===== src/rtl/core/lcdfr_pkg.sv =====
package lcdfr_pkg;

  // Fixed bytes of the update stream
  localparam logic [7:0] CMD_UPDATE = 8'h01;
  localparam logic [7:0] DUMMY_BYTE = 8'hFF;

  // Configuration register indexes
  localparam logic CFG_START_ROW  = 1'b0;
  localparam logic CFG_LINE_COUNT = 1'b1;

  // Request queue between front and back
  localparam int QDEPTH = 2;
  localparam int QPTR_W = $clog2(QDEPTH);
  localparam int QCNT_W = $clog2(QDEPTH + 1);

  // Classified request: one pixel byte plus what surrounds it
  typedef struct packed {
    logic [7:0] data;
    logic [7:0] addr;      // line address of the byte's line
    logic       head;      // frame opens: command and address go first
    logic       tail;      // line closes: dummy and next address follow
    logic       fend;      // closing line is the frame's last
  } desc_t;

  typedef struct packed {
    logic [6:0] start_row;
    logic [7:0] line_count;
  } cfg_t;

endpackage


===== src/rtl/core/lcdfr_front.sv =====
module lcdfr_front
  import lcdfr_pkg::*;
#(
  parameter int BYTES_PER_LINE = 16
) (
  input  logic       clk,
  input  logic       rst_n,
  input  cfg_t       cfg,
  input  logic       in_valid,
  output logic       in_ready,
  input  logic [7:0] in_pixel_byte,
  output logic       push,
  output desc_t      push_desc,
  input  logic       q_full
);

  localparam int LEN   = (BYTES_PER_LINE < 2) ? 2 : BYTES_PER_LINE;
  localparam int BIL_W = $clog2(LEN);

  logic [BIL_W-1:0] bil_r, bil_nxt;
  logic [7:0]       ld_r, ld_nxt;
  logic [7:0]       count;
  logic [BIL_W:0]   bil_inc;
  logic             head, tail, fend;

  assign in_ready = !q_full;
  assign push     = in_valid && in_ready;

  // Classify the byte against the frame position
  always_comb begin
    count   = (cfg.line_count == 8'd0) ? 8'd1 : cfg.line_count;
    bil_inc = {1'b0, bil_r} + {{BIL_W{1'b0}}, 1'b1};
    head    = (bil_r == '0) && (ld_r == 8'd0);
    tail    = bil_inc >= (BIL_W+1)'(LEN);
    fend    = ({1'b0, ld_r} + 9'd1) >= {1'b0, count};
    push_desc.data = in_pixel_byte;
    push_desc.addr = 8'({1'b0, cfg.start_row}) + 8'd1 + ld_r;
    push_desc.head = head;
    push_desc.tail = tail;
    push_desc.fend = fend;
  end

  // Advance the line position
  always_comb begin
    bil_nxt = bil_r;
    ld_nxt  = ld_r;
    if (push) begin
      if (tail) begin
        bil_nxt = '0;
        ld_nxt  = fend ? 8'd0 : ld_r + 8'd1;
      end else begin
        bil_nxt = bil_inc[BIL_W-1:0];
      end
    end
  end

  always_ff @(posedge clk) begin
    if (!rst_n) begin
      bil_r <= '0;
      ld_r  <= 8'd0;
    end else begin
      bil_r <= bil_nxt;
      ld_r  <= ld_nxt;
    end
  end

endmodule


===== src/rtl/core/lcdfr_queue.sv =====
module lcdfr_queue
  import lcdfr_pkg::*;
(
  input  logic  clk,
  input  logic  rst_n,
  input  logic  push,
  input  desc_t push_desc,
  input  logic  pop,
  output desc_t head_desc,
  output logic  empty,
  output logic  full
);

  desc_t              mem [QDEPTH];
  logic [QPTR_W-1:0]  wptr_r, wptr_nxt;
  logic [QPTR_W-1:0]  rptr_r, rptr_nxt;
  logic [QCNT_W-1:0]  cnt_r, cnt_nxt;

  assign empty     = (cnt_r == '0);
  assign full      = (cnt_r == QCNT_W'(QDEPTH));
  assign head_desc = mem[rptr_r];

  // Wrap pointers and track the fill level
  always_comb begin
    wptr_nxt = wptr_r;
    rptr_nxt = rptr_r;
    cnt_nxt  = cnt_r;
    if (push) begin
      wptr_nxt = (wptr_r == QPTR_W'(QDEPTH - 1)) ? '0 : wptr_r + 1'b1;
    end
    if (pop) begin
      rptr_nxt = (rptr_r == QPTR_W'(QDEPTH - 1)) ? '0 : rptr_r + 1'b1;
    end
    if (push && !pop) begin
      cnt_nxt = cnt_r + 1'b1;
    end else if (pop && !push) begin
      cnt_nxt = cnt_r - 1'b1;
    end
  end

  always_ff @(posedge clk) begin
    if (!rst_n) begin
      wptr_r <= '0;
      rptr_r <= '0;
      cnt_r  <= '0;
    end else begin
      wptr_r <= wptr_nxt;
      rptr_r <= rptr_nxt;
      cnt_r  <= cnt_nxt;
    end
  end

  // Store the request
  always_ff @(posedge clk) begin
    if (push) begin
      mem[wptr_r] <= push_desc;
    end
  end

  a_no_pop_empty: assert property (@(posedge clk) disable iff (!rst_n)
    pop |-> !empty) else $error("queue popped while empty");

  a_no_push_full: assert property (@(posedge clk) disable iff (!rst_n)
    push |-> !full) else $error("queue pushed while full");

endmodule


===== src/rtl/core/lcdfr_back.sv =====
module lcdfr_back
  import lcdfr_pkg::*;
(
  input  logic       clk,
  input  logic       rst_n,
  input  desc_t      head_desc,
  input  logic       empty,
  output logic       pop,
  output logic       out_valid,
  input  logic       out_ready,
  output logic [7:0] out_byte,
  output logic       out_frame_end,
  output logic       out_last
);

  logic [1:0] ph_r, ph_nxt;
  logic       ov_r, ov_nxt;
  logic [7:0] byte_r, byte_nxt;
  logic       fe_r, fe_nxt;
  logic       last_r, last_nxt;
  logic       load, final_ph;

  assign out_valid     = ov_r;
  assign out_byte      = byte_r;
  assign out_frame_end = fe_r;
  assign out_last      = last_r;

  assign load     = !empty && (!ov_r || out_ready);
  assign final_ph = (head_desc.head || head_desc.tail) ? (ph_r == 2'd2) : 1'b1;
  assign pop      = load && final_ph;

  // Pick the byte for the current phase of the request
  always_comb begin
    byte_nxt = byte_r;
    fe_nxt   = fe_r;
    last_nxt = last_r;
    ov_nxt   = ov_r && !out_ready;
    ph_nxt   = ph_r;
    if (load) begin
      ov_nxt   = 1'b1;
      last_nxt = final_ph;
      fe_nxt   = 1'b0;
      ph_nxt   = final_ph ? 2'd0 : ph_r + 2'd1;
      case (ph_r)
        2'd0: byte_nxt = head_desc.head ? CMD_UPDATE : head_desc.data;
        2'd1: byte_nxt = head_desc.head ? head_desc.addr : DUMMY_BYTE;
        default: begin
          if (head_desc.head) begin
            byte_nxt = head_desc.data;
          end else if (head_desc.fend) begin
            byte_nxt = DUMMY_BYTE;
            fe_nxt   = 1'b1;
          end else begin
            byte_nxt = head_desc.addr + 8'd1;
          end
        end
      endcase
    end
  end

  always_ff @(posedge clk) begin
    if (!rst_n) begin
      ov_r <= 1'b0;
      ph_r <= 2'd0;
    end else begin
      ov_r <= ov_nxt;
      ph_r <= ph_nxt;
    end
  end

  // Hold the payload until taken
  always_ff @(posedge clk) begin
    byte_r <= byte_nxt;
    fe_r   <= fe_nxt;
    last_r <= last_nxt;
  end

  a_fe_trailer: assert property (@(posedge clk) disable iff (!rst_n)
    (ov_r && fe_r) |-> (last_r && byte_r == DUMMY_BYTE))
    else $error("frame end not on a final dummy byte");

  a_phase_range: assert property (@(posedge clk) disable iff (!rst_n)
    ph_r != 2'd3) else $error("phase out of range");

endmodule


===== src/rtl/core/memory_lcd_line_update_framer_core.sv =====
// Memory LCD line update framer.
// Input channel (in_valid/in_ready/in_pixel_byte) takes frame-buffer bytes in
// line order. Output channel (out_valid/out_ready) gives serial bytes, one or
// three per request, with out_frame_end on the closing dummy byte of a frame
// and out_last on the final byte caused by each input byte.
// A frame opens with the update command and the first line address; each line
// closes with a dummy byte and then the next address or a final dummy byte.
// Configuration (cfg_we/cfg_index/cfg_wdata) sets start_row and line_count; the
// user is to write it only while the block is idle, which the block itself does
// not enforce; it applies to the next input byte. The first output byte passes
// the queue write, then the output register load. Throughput: one output byte
// per cycle while out_ready is high, set by the output register; an input byte
// gives one output byte, or three for a frame's first byte and a line's last.
// A two-entry request queue between the front classifier and the back
// sequencer keeps input flowing while a result waits. When out_ready is low the
// output holds and the queue fills, then in_ready drops. Reset clears the line
// position, empties the queue and sets start_row to 0 and line_count to 128.
module memory_lcd_line_update_framer_core
  import lcdfr_pkg::*;
#(
  parameter int BYTES_PER_LINE = 16
) (
  input  logic       clk,
  input  logic       rst_n,
  input  logic       cfg_we,
  input  logic       cfg_index,
  input  logic [7:0] cfg_wdata,
  input  logic       in_valid,
  output logic       in_ready,
  input  logic [7:0] in_pixel_byte,
  output logic       out_valid,
  input  logic       out_ready,
  output logic [7:0] out_byte,
  output logic       out_frame_end,
  output logic       out_last
);

  cfg_t  cfg_r;
  logic  push, pop, q_empty, q_full;
  desc_t push_desc, head_desc;

  // Write configuration registers
  always_ff @(posedge clk) begin
    if (!rst_n) begin
      cfg_r.start_row  <= 7'd0;
      cfg_r.line_count <= 8'd128;
    end else if (cfg_we) begin
      unique case (cfg_index)
        CFG_START_ROW:  cfg_r.start_row  <= cfg_wdata[6:0];
        CFG_LINE_COUNT: cfg_r.line_count <= cfg_wdata;
        default: ;
      endcase
    end
  end

  lcdfr_front #(
    .BYTES_PER_LINE(BYTES_PER_LINE)
  ) u_front (
    .clk          (clk),
    .rst_n        (rst_n),
    .cfg          (cfg_r),
    .in_valid     (in_valid),
    .in_ready     (in_ready),
    .in_pixel_byte(in_pixel_byte),
    .push         (push),
    .push_desc    (push_desc),
    .q_full       (q_full)
  );

  lcdfr_queue u_queue (
    .clk      (clk),
    .rst_n    (rst_n),
    .push     (push),
    .push_desc(push_desc),
    .pop      (pop),
    .head_desc(head_desc),
    .empty    (q_empty),
    .full     (q_full)
  );

  lcdfr_back u_back (
    .clk          (clk),
    .rst_n        (rst_n),
    .head_desc    (head_desc),
    .empty        (q_empty),
    .pop          (pop),
    .out_valid    (out_valid),
    .out_ready    (out_ready),
    .out_byte     (out_byte),
    .out_frame_end(out_frame_end),
    .out_last     (out_last)
  );

endmodule

===== config.mk =====
export PLATFORM = sky130hd
export DESIGN_NAME = memory_lcd_line_update_framer_core
export DESIGN_NICKNAME = d
export VERILOG_FILES = /design/src/rtl/core/lcdfr_pkg.sv /design/src/rtl/core/lcdfr_front.sv /design/src/rtl/core/lcdfr_queue.sv /design/src/rtl/core/lcdfr_back.sv /design/src/rtl/core/memory_lcd_line_update_framer_core.sv
export SDC_FILE = /design/constraint.sdc
export NUM_CORES = 1
export LEC_CHECK = 0
export BUFFER_PORTS_ARGS = -buffer_cell sky130_fd_sc_hd__buf_4
export CAP_MARGIN = 20
export CORE_MARGIN = 1.5
export CORE_UTILIZATION = 50
export DETAILED_ROUTE_END_ITERATION = 8
export HOLD_SLACK_MARGIN = 0.03
export PLACE_DENSITY = 0.8
export SYNTH_ARGS = -nofsm -noshare
export SYNTH_HDL_FRONTEND = slang
export SYNTH_SLANG_ARGS = --single-unit

===== constraint.sdc =====
create_clock -name clk -period 2.77 [get_ports clk]
set_clock_uncertainty 0.15 [all_clocks]
set_input_delay 0.4155 -clock clk [delete_from_list [all_inputs] [get_ports clk]]
set_output_delay 0.4155 -clock clk [all_outputs]
set_load 0.02 [all_outputs]

==> flow_summary.toml <==
[outcome]
run_status = "finished, final reports clean"

[finish]
multiInputGateArea_mm2 = 0.00194
final_cell_mix = "buf_4, edfxtp_1, nor2_1"
fillCellCount = 681
diodes = 0
area_delta_synth_final_pct = 14.2
nets = 493
final_cell_area_mm2 = 0.00492
final_common_cell = "buf_4"
final-seq-area_mm2 = 0.00215
drive_gt1_share_pct = 20.8
final_core_util_pct = 59.3

[power_and_ir_drop]
p_per_area_mw_per_mm2 = 831
p_switching_mw = 1.41
power.internal_mw = 2.68
power_frac_seq_pct = 43.1
max-vdd-ir-drop_mv = 0.384
switching_share_pct = 34.5
power_frac_clock_pct = 22.1
p_leak_nw = 1.93
comb_power_share_pct = 34.8

[drt]
wl_um = 8050
vias = 3034
ant_nets = 0
drtIter0Drc = 159
drc = 0
firstDrtPassIters = 5
vias_per_cell = 5.46
wl_per_cell_um = 14.5

[clock_network]
post_cts_buffers = 0
cts_max_level = 3
clkTransAtPathRegs_ns = 0.10
clock_path_buffers = 2
clkLatencyLatePin_ns = 0.35
cts_buffers = 9
clock-sinks = 83
clockRootBuffer = "clkbuf_8"
tritoncts = "done"

[synth]
netlist_area_mm2 = 0.00431
synth_edf_count = 48
yosysWarnings = 0
synth.net_count = 447
synth_area_leaders = "edfxtp_1, dfxtp_1, ha_1, mux2i_1, nand3_1"
async_reset_ff_share_pct = 0
synthFlopType = "edfxtp_1"
yosysTopAreaCell = "edfxtp_1"
synth-seq-cells = 83
synth_top_area_share_pct = 33.5
syn_inst = 400
ys_seq_area_share_pct = 49.7
ys_types = 56
avgSynthCellArea_um2 = 10.8

[die]
coreArea_mm2 = 0.00830
num_rows = 33
fp.dieH_um = 95.8
initial_utilization_pct = 51.9
fp.dieW_um = 95.8
dieArea_mm2 = 0.00918
ios = 34

[sta]
fmax_ghz = 0.378
finalWorstSetupSlack_ns = 0.122
tns_ns = 0
fin_crit_sh_pct = 95.6
period_minus_slack_ns = 2.65
setup_viol_count_final = 0
hold_slack_ns = 0.0928
finalHoldViolCount = 0
slew_headroom_pct = 64.5
rsz0062_at_grt = "no"
tightest_slew_ns = 0.526
drv_slew = 0

[worst_setup_path]
slowest_delay_ns = 0.54
path_max_fanout = 6
cpMostUsedCell = "nand3_1"
cp_slowest_cell = "or4_4"
crit_type = "reg -> reg"
crit_path_start_kind = "flop"
crit_required_ns = 2.85
crit_arrival_ns = 2.73
cp_cell_sequence = "ha_2 > nand3_1 > or2_4 > xnor2_1 > ha_1 > nand3_1 > or4_4 > nand3b_1 > o32ai_1"
critPathCaptureType = "flop"

[grt]
antenna_found_initial = 0
overflow = 0
grt_usage_pct = 18.6
grt_pass1_vias = 2918
grt_max_degree = 24
grt_pass1_wl_um = 13300

[place]
preCtsSetupSlack_ns = 0.117
placed_area_mm2 = 0.00468
hpwl_um = 5960
place.gp.congestion = 0.853
io_buffers = 33

[min_path]
worst_hold_path_type = "in -> reg"

[job]
cap_violations = 0
==> final timing paths <==
| kind | start | endpoint | slack, ns | cells past startpoint |
|---|---|---|---|---|
| setup / recovery | u_front.ld_r[0]$_SDFFE_PN0P_ | u_front.ld_r[1]$_SDFFE_PN0P_ | 0.12 | 9 |
| hold reg to reg | cfg_r[3]$_SDFFE_PN0P_ | cfg_r[3]$_SDFFE_PN0P_ | 0.31 | 2 |
| hold / removal | in_pixel_byte[6] | u_queue.mem[1][17]$_DFFE_PP_ | 0.09 | 1 |
| setup reg to reg | u_front.ld_r[0]$_SDFFE_PN0P_ | u_front.ld_r[1]$_SDFFE_PN0P_ | 0.12 | 9 |
==> cell type report <==
| cell class | instances | area share (%) |
|---|---|---|
| sequential | 83 | 43.6 |
| multi-input combinational | 273 | 39.5 |
| timing repair buffer | 53 | 8.09 |
| tap | 105 | 2.67 |
| clock buffer | 9 | 2.52 |
| inverter | 26 | 1.98 |
| clock inverter | 7 | 1.65 |
==> flip-flops by register name, indices dropped and copies added, names as in the netlist, named ones only <==
register and cells:
u_back.out_last 1, u_back.out_valid 1, u_front.bil_r 4, u_queue.rptr_r 1, cfg_r 15, u_back.out_frame_end 1
u_front.ld_r 8, u_queue.cnt_r 2, u_back.out_byte 8, u_queue.mem 38, u_queue.wptr_r 1, u_back.ph_r 2
==> metal layers <==
layer | global-route usage, % | vias to the layer above | wire length [um] | share of wire (%)
met1 | 22.4 | 1429 | 3540 | 44
met4 | 5.39 | 0 | 63 | 0.78
li1 | - | 1536 | - | -
met2 | 33.9 | 62 | 4190 | 52
met3 | 3.40 | 7 | 259 | 3.2
met5 | 0 | - | 0 | 0
==> logic make-up after synthesis <==
kind of cell,count (synthesis),synth area share (%)
DFF,83,49.7
buffers and inverters,44,5.90
and+or+nand+nor,134,16.0
xor gates and xnor gates,23,4.68
adders and majority gates,25,7.44
AOI/OAI and AO/OA,66,10.2
muxes,25,6.07
==> critical path: cells and delay by family (launching register included) <==
family	cells	cell delay, ns
AO/OA/AOI/OAI	1	0.12
XOR/XNOR	1	0.12
adder cells (fa/ha/maj)	2	0.49
flip-flops	1	0.36
AND/OR/NAND/NOR	5	1.28
==> power groups by stage <==
stage / Combinational, mW / Clock, mW / Sequential [mW]
after floorplan: 1.05 / 0 / 1.87
after global placement: 1.38 / 0 / 1.78
after detailed placement: 1.42 / 0 / 1.79
after CTS: 1.43 / 0.909 / 1.76
after global routing: 1.57 / 0.967 / 1.79
final: 1.42 / 0.904 / 1.76
==> Yosys cell counts, types with 2 or more instances <==
library cell / instances
edfxtp_1: 48
dfxtp_1: 35
nor2_1: 35
nand3_1: 28
inv_1: 26
ha_1: 24
nand2_1: 24
a21oi_1: 19
o21ai_0: 17
mux2i_1: 16
xnor2_1: 14
clkbuf_1: 10
mux2_2: 9
nor3_1: 9
xor2_1: 9
nor2b_1: 6
o221ai_1: 6
nand3b_1: 5
and3_1: 4
o22ai_1: 4
a31oi_1: 3
nand2b_1: 3
nor4_1: 3
and2_1: 2
buf_2: 2
bufbuf_16: 2
nand4_1: 2
nand4b_1: 2
nor3b_1: 2
o211ai_1: 2
o41ai_1: 2
or2_2: 2
or3_1: 2
==> stage by stage <==
stage	instances	total power [mW]
after global routing	556	4.33
after detailed placement	540	3.21
final	556	4.09
after global placement	540	3.16
after floorplan	400	2.92
after CTS	556	4.10
==> timing repair <==
item / CTS / global route
hold buffers: 0 / 0
setup endpoints to repair: 0 / 10
gates resized for setup: 0 / 10
Note: power is estimated with default switching activity, not from simulation.
